$ cat config.mk
export PLATFORM = sky130hd
export DESIGN_NAME = touch_report_parser
export DESIGN_NICKNAME = d
export VERILOG_FILES = /design/src/sv/trp_pkg.sv /design/src/sv/touch_report_parser.sv
export SDC_FILE = /design/constraint.sdc
export NUM_CORES = 1
export LEC_CHECK = 0
export ABC_AREA = 1
export BUFFER_PORTS_ARGS = -buffer_cell sky130_fd_sc_hd__buf_2
export CAP_MARGIN = 20
export CORE_ASPECT_RATIO = 0.75
export CORE_MARGIN = 2
export CORE_UTILIZATION = 40
export CTS_BUF_LIST = sky130_fd_sc_hd__clkbuf_8
export DETAILED_ROUTE_END_ITERATION = 8
export GPL_TIMING_DRIVEN = 1
export SYNTH_ARGS = -nofsm -noshare
export SYNTH_HDL_FRONTEND = slang
export SYNTH_SLANG_ARGS = --single-unit
$ cat constraint.sdc
create_clock -name clk_i -period 12.75 [get_ports clk_i]
set_input_delay 0.6375 -clock clk_i [delete_from_list [all_inputs] [get_ports clk_i]]
set_output_delay 0.6375 -clock clk_i [all_outputs]
set_load 0.005 [all_outputs]
$ cat src/sv/trp_pkg.sv
`timescale 1ns / 1ps
// ----------------------------------------------------------------------------
// trp_pkg: shared types and constants of the touch report parser
// Holds the input and result word formats and the decoding constants.
// ----------------------------------------------------------------------------
package trp_pkg;

  // default number of points a report may carry
  localparam int unsigned MaxPointsDefault = 5;

  // field widths
  localparam int unsigned ByteW   = 8;
  localparam int unsigned CountW  = 4;
  localparam int unsigned OffsetW = 7;
  localparam int unsigned XW      = 10;
  localparam int unsigned YW      = 9;
  localparam int unsigned RawW    = 16;
  localparam int unsigned CfgAddrW = 3;
  localparam int unsigned CfgDataW = 32;

  // status byte layout
  localparam int unsigned StatusReadyBit = 7;

  // panel limits
  localparam logic [XW-1:0] XMax = 10'd799;
  localparam logic [YW-1:0] YMax = 9'd479;

  // scaling: x*799/1023 and y*479/599 as rounded reciprocal multiplies, 20 fraction bits
  localparam int unsigned    ScaleShift = 20;
  localparam int unsigned    ProdW      = 30;
  localparam logic [19:0]    ScaleXMul  = 20'd818976;
  localparam logic [19:0]    ScaleYMul  = 20'd838511;
  // at or above these raw values the scaled result always clamps
  localparam logic [RawW-1:0] ScaleXLimit = 16'd1023;
  localparam logic [RawW-1:0] ScaleYLimit = 16'd600;

  // release counter
  localparam logic [ByteW-1:0] ReleaseSatMax      = 8'd255;
  localparam logic [ByteW-1:0] ReleaseThresholdRst = 8'd3;

  // register word addresses (byte address 4*i)
  localparam logic REG_SCALE_ENABLE      = 1'b0;
  localparam logic REG_RELEASE_THRESHOLD = 1'b1;

  // byte positions inside an 8-byte point record
  localparam logic [2:0] POS_X_LOW  = 3'd1;
  localparam logic [2:0] POS_X_HIGH = 3'd2;
  localparam logic [2:0] POS_Y_LOW  = 3'd3;
  localparam logic [2:0] POS_Y_HIGH = 3'd4;

  // event codes
  localparam logic EVENT_POINT   = 1'b0;
  localparam logic EVENT_RELEASE = 1'b1;

  typedef struct packed {
    logic [ByteW-1:0] report_byte;
    logic             report_start;
    logic             read_failed;
  } in_word_t;

  typedef struct packed {
    logic              event_kind;
    logic [CountW-1:0] point_index;
    logic [CountW-1:0] touch_count;
    logic [XW-1:0]     point_x;
    logic [YW-1:0]     point_y;
    logic              last_point;
  } out_word_t;

endpackage

$ cat src/sv/touch_report_parser.sv
`timescale 1ns / 1ps
// ----------------------------------------------------------------------------
// touch_report_parser: decodes touch controller reports one byte at a time
// An accepted byte is held in the input register and passes the parse and
// scale logic; its result word is captured in the result register.
// Throughput: one byte per cycle, limited only by the output stall.
// Reset: asynchronous active low; clears parse state, release counter and
// registers (scale off, release threshold 3); no report is armed.
// ----------------------------------------------------------------------------
module touch_report_parser import trp_pkg::*; #(
  parameter int unsigned MaxPoints = MaxPointsDefault
) (
  input  logic                clk_i,
  input  logic                rst_ni,
  // byte input
  input  logic                in_valid_i,
  output logic                in_stall_o,
  input  in_word_t            in_word_i,
  // result output
  output logic                out_valid_o,
  input  logic                out_stall_i,
  output out_word_t           out_word_o,
  // configuration port
  input  logic                psel,
  input  logic                penable,
  input  logic                pwrite,
  input  logic [CfgAddrW-1:0] paddr,
  input  logic [CfgDataW-1:0] pwdata,
  output logic [CfgDataW-1:0] prdata,
  output logic                pready
);

  localparam logic [CountW-1:0] MaxCount = CountW'(MaxPoints);

  // configuration registers
  logic             scale_en_q;
  logic [ByteW-1:0] threshold_q;
  logic             cfg_wr;

  assign pready = 1'b1;
  assign cfg_wr = psel & penable & pwrite;

  always_ff @(posedge clk_i or negedge rst_ni) begin
    if (!rst_ni) begin
      scale_en_q  <= 1'b0;
      threshold_q <= ReleaseThresholdRst;
    end else if (cfg_wr) begin
      case (paddr[2])
        REG_SCALE_ENABLE:      scale_en_q  <= pwdata[0];
        REG_RELEASE_THRESHOLD: threshold_q <= pwdata[ByteW-1:0];
        default: ;
      endcase
    end
  end

  always_comb begin
    case (paddr[2])
      REG_SCALE_ENABLE:      prdata = {{(CfgDataW-1){1'b0}}, scale_en_q};
      REG_RELEASE_THRESHOLD: prdata = {{(CfgDataW-ByteW){1'b0}}, threshold_q};
      default:               prdata = '0;
    endcase
  end

  // pipeline handshake
  logic     in_vld_q;
  in_word_t in_word_q;
  logic     out_vld_q;
  out_word_t out_word_q;
  logic     advance;

  assign advance    = !out_vld_q || !out_stall_i;
  assign in_stall_o = in_vld_q && !advance;

  // input register
  always_ff @(posedge clk_i or negedge rst_ni) begin
    if (!rst_ni) begin
      in_vld_q <= 1'b0;
    end else if (!in_vld_q || advance) begin
      in_vld_q <= in_valid_i;
    end
  end

  always_ff @(posedge clk_i) begin
    if (in_valid_i && !in_stall_o) begin
      in_word_q <= in_word_i;
    end
  end

  // parse state
  logic [OffsetW-1:0] offset_q, offset_d;
  logic [CountW-1:0]  active_q, active_d;
  logic [RawW-1:0]    raw_x_q, raw_x_d;
  logic [RawW-1:0]    raw_y_q, raw_y_d;
  logic [ByteW-1:0]   release_q, release_d;

  // byte decode
  logic [ByteW-1:0]  b;
  logic [CountW-1:0] status_cnt;
  logic [CountW-1:0] idx;
  logic [2:0]        pos;
  logic [ByteW-1:0]  release_inc;
  logic [RawW-1:0]   y_full;
  logic              last;
  logic              emit;
  out_word_t         result;

  assign b           = in_word_q.report_byte;
  assign status_cnt  = b[CountW-1:0];
  assign idx         = offset_q[OffsetW-1:3];
  assign pos         = offset_q[2:0];
  assign release_inc = (release_q < ReleaseSatMax) ? release_q + 8'd1 : release_q;
  assign y_full      = {b, raw_y_q[7:0]};
  assign last        = (idx + CountW'(1)) == active_q;

  // coordinate scaling and clamping
  logic [ProdW-1:0] x_prod;
  logic [ProdW-1:0] y_prod;
  logic [XW-1:0]    x_out;
  logic [YW-1:0]    y_out;

  assign x_prod = ProdW'(raw_x_q[9:0]) * ProdW'(ScaleXMul);
  assign y_prod = ProdW'(y_full[9:0]) * ProdW'(ScaleYMul);

  always_comb begin
    if (scale_en_q) begin
      x_out = (raw_x_q >= ScaleXLimit) ? XMax : x_prod[ScaleShift +: XW];
      y_out = (y_full >= ScaleYLimit) ? YMax : y_prod[ScaleShift +: YW];
    end else begin
      x_out = (raw_x_q > RawW'(XMax)) ? XMax : raw_x_q[XW-1:0];
      y_out = (y_full > RawW'(YMax)) ? YMax : y_full[YW-1:0];
    end
  end

  // report parsing
  always_comb begin
    offset_d  = offset_q;
    active_d  = active_q;
    raw_x_d   = raw_x_q;
    raw_y_d   = raw_y_q;
    release_d = release_q;
    emit      = 1'b0;
    result    = '0;

    if (in_word_q.read_failed) begin
      // failed read aborts the report
      active_d = '0;
      offset_d = '0;
    end else if (in_word_q.report_start) begin
      // status byte always ends the previous report
      active_d = '0;
      offset_d = '0;
      if (b[StatusReadyBit]) begin
        if (status_cnt != '0 && status_cnt <= MaxCount) begin
          active_d = status_cnt;
        end else begin
          release_d = release_inc;
          if (release_inc >= threshold_q) begin
            emit              = 1'b1;
            result.event_kind = EVENT_RELEASE;
            result.last_point = 1'b1;
          end
        end
      end
    end else if (active_q != '0) begin
      offset_d = offset_q + OffsetW'(1);
      if (idx >= active_q) begin
        // past the last record
        active_d = '0;
        offset_d = '0;
      end else begin
        case (pos)
          POS_X_LOW:  raw_x_d = {raw_x_q[15:8], b};
          POS_X_HIGH: raw_x_d = {b, raw_x_q[7:0]};
          POS_Y_LOW:  raw_y_d = {raw_y_q[15:8], b};
          POS_Y_HIGH: begin
            raw_y_d            = y_full;
            emit               = 1'b1;
            result.event_kind  = EVENT_POINT;
            result.point_index = idx;
            result.touch_count = active_q;
            result.point_x     = x_out;
            result.point_y     = y_out;
            result.last_point  = last;
            if (last) begin
              release_d = '0;
              active_d  = '0;
              offset_d  = '0;
            end
          end
          default: ;
        endcase
      end
    end
  end

  always_ff @(posedge clk_i or negedge rst_ni) begin
    if (!rst_ni) begin
      offset_q  <= '0;
      active_q  <= '0;
      raw_x_q   <= '0;
      raw_y_q   <= '0;
      release_q <= '0;
    end else if (in_vld_q && advance) begin
      offset_q  <= offset_d;
      active_q  <= active_d;
      raw_x_q   <= raw_x_d;
      raw_y_q   <= raw_y_d;
      release_q <= release_d;
    end
  end

  // result register
  always_ff @(posedge clk_i or negedge rst_ni) begin
    if (!rst_ni) begin
      out_vld_q <= 1'b0;
    end else if (advance) begin
      out_vld_q <= in_vld_q && emit;
    end
  end

  always_ff @(posedge clk_i) begin
    if (advance && in_vld_q && emit) begin
      out_word_q <= result;
    end
  end

  assign out_valid_o = out_vld_q;
  assign out_word_o  = out_word_q;

endmodule

==> impl_metrics.toml <==
[outcome]
status = "finished clean"

[synthesis]
synth_seq_area_share = 0.2171
synthesis.area_um2 = 11630
ys_ff_latch = 93
synth.area.top_cells = "ha_1, fa_1, dfrtp_1"
synth_area_leader_cell = "ha_1"
ys_types = 51
yosys.area.top_type_share = 0.1915
syn_area_per_cell_um2 = 8.241
syn_inst = 1411
synth_ff_type = "dfrtp_1"
ys.warnings.count = 0
async_flop_share = 0.5806
synth_edf_count = 39

[floorplanning]
rows = 54
die_y_um = 151.7
die_area_um2 = 30470
boundaryPins = 116
chipWidth_um = 200.9
core-area_um2 = 28850
start_util = 0.4031

[worst_setup_path]
required_ns = 12.90
crit_fanout = 9
ff2ff_path_depth = 19
startpoint_type = "flip-flop"
cp.arrival_ns = 5.64
crit_type = "flip-flop to flip-flop"
regToRegSetupSlack_ns = 7.26
cp-end-kind = "flip-flop"
reg2reg_from = "b[1]"
r2r-end = "out_word_o[9]"

[timing]
fin_worst_skew_ns = 0.02118
worstMarginPinSlew_ns = 1.048
max_freq_ghz = 0.1821
finalSetupViolCount = 0
fin_setup_tns_ns = 0
fin_crit_ns = 5.491
slew_violations = 0
rsz0062_at_grt = "false"
min_period_over_period = 0.4307
relSlewSlack = 0.2999
finalHoldViolCount = 0

[route]
drtIter0Drc = 573
routed_wl_um = 28670
drt-vias-per-instance = 4.845
final_antenna_net_count = 0
drcViolationCount = 0
post_drt_wl_per_cell_um = 15.29
dr_total_vias = 9084
drt_pre_antenna_iters = 5

[power_and_ir_drop]
ir_drop_mv = 0.1074
swShare = 0.4948
internal_power_uw = 739.4
p_clk_frac = 0.142
p_comb_frac = 0.623
leakage_uw = 0.006878
switchingPower_uw = 724.1
pwr-share-seq = 0.235
powerDensity_nw_per_um2 = 117.0

[grt]
grt_usage = 0.1965
grt_pass1_wl_um = 46760
grt_antenna_before_repair = 1
grt_overflow = 0
grt_max_degree = 55
grt_pass1_vias = 8930

[clock_network]
clock-sinks = 93
clk_pin_slew_ns = 0.12
cts_tree = "done"
clock-root-buffer = "clkbuf_8"
clk_latency_ns = 0.42
clockBufferDepth = 2
ctsResizeCount = 0
htree_num_levels = 3
cts_setup_buffers = 0
numCtsBuffers = 9
cts_hold_buffers = 0

[final_layout]
area_growth_pct = 7.585
nNetsFinal = 1814
final_area_um2 = 12510
final_layout_size_suffix_gt1_frac = 0.08429
antenna_cells = 0

[place]
numPortBuffers = 64
dp_hpwl_um = 23980
dpl_cell_area_um2 = 12310
routabilityCongestion = 0.9318

[min_path]
hold_path.class = "input port to asynchronous set/reset pin"

[flow_run]
drv_cap = 0
==> power groups by stage <==
stage | clock [uW] | combinational [uW] | sequential [uW]
final | 208 | 912 | 344
after detailed placement | 0 | 895 | 350
after global placement | 0 | 891 | 350
after floorplan | 0 | 689 | 345
after global routing | 226 | 1050 | 347
after CTS | 214 | 904 | 344
==> cells by family after synthesis <==
| kind of cell | synth area share |
|---|---|
| XOR/XNOR | 0.01356 |
| other | 0.0006458 |
| AND/OR/NAND/NOR | 0.1870 |
| flip-flops | 0.2171 |
| buffers and inverters | 0.1215 |
| AO/OA/AOI/OAI | 0.08489 |
| adder cells (fa/ha/maj) | 0.3740 |
| multiplexers | 0.001291 |
==> through the flow <==
step	cells	utilization	setup slack [ns]	hold slack [ns]	power [uW]
floorplan	1434	-	8.105	0.3419	1034
global placement	1859	0.4268	7.301	0.4758	1241
detailed placement	1859	0.4268	7.263	0.4772	1245
CTS	1875	0.4336	7.227	0.3590	1462
global route	1875	0.4336	6.825	0.3689	1626
finish	1875	0.4336	7.259	0.3286	1464
==> worst max-delay path, stage by stage (launching register included) <==
cell and delay [ns]:
edfxtp_1 0.70, inv_1 0.28, ha_1 0.56, inv_1 0.12, fa_1 0.45, inv_1 0.09, fa_1 0.45, fa_1 0.59
inv_1 0.06, fa_1 0.49, inv_1 0.04, ha_1 0.32, a21oi_1 0.30, o21ai_0 0.20, nand2_1 0.10, nand2_1 0.07
a21oi_1 0.17, a21oi_1 0.09, nor2_1 0.11, nor2_1 0.04
==> cells in the final DEF, fill, tap and decap left out, types with 11 or more instances in the layout <==
cell and count:
o21ai_0 53, ha_1 178, nand2_1 258, edfxtp_1 39, xor2_1 11, nor3_1 11, o21ai_1 11, dfrtp_1 52
nand4_1 21, buf_2 64, fa_1 106, nor2_1 102, inv_1 309, a21oi_1 76, conb_1 25, nand3_1 67
==> layout make-up <==
type / instances / area [um2]
Clock buffer: 9 / 123.9
Fill cell: 2880 / 16340
Sequential cell: 93 / 2525
Multi-Input combinational cell: 995 / 7789
Timing Repair Buffer: 65 / 327.8
Tap cell: 392 / 490.5
Clock inverter: 7 / 75.07
Inverter: 314 / 1180
==> worst max-delay path by stage <==
| stage | startpoint | to | slack [ns] |
|---|---|---|---|
| global route | b[0] | out_word_o[8] | 6.82 |
| CTS | b[0] | out_word_o[7] | 7.23 |
| floorplan | b[0] | out_word_o[8] | 8.11 |
| detailed placement | b[0] | out_word_o[7] | 7.26 |
| global placement | b[0] | out_word_o[8] | 7.30 |
| finish | b[1] | out_word_o[9] | 7.26 |
==> per-layer routing <==
metal,up-vias,routed length [um],share of wire,global-route usage
li1,4572,-,-,-
met1,4262,15870,0.55,0.3114
met2,223,10960,0.38,0.2730
met3,27,1517,0.053,0.03892
met4,0,313,0.011,0.03704
met5,-,0,0,0
==> Yosys cell counts (11+ instances only) <==
cell type and n:
ha_1 178, o21ai_1 11, nor3_1 11, nor2_1 102
a21oi_1 77, nand3_1 67, fa_1 106, o21ai_0 53
inv_1 309, dfrtp_1 52, nand2_1 258, buf_4 25
nand4_1 21, xor2_1 11, edfxtp_1 39
==> flip-flops by register name (all words and copies together), names as in the netlist, 2 cells and up <==
signal	count
b	8
out_word_o	29
active_q	4
offset_q	7
release_q	8
in_word_q	2
threshold_q	8
raw_y_q	8
raw_x_q	16
Note: power is estimated with default switching activity, not from simulation.
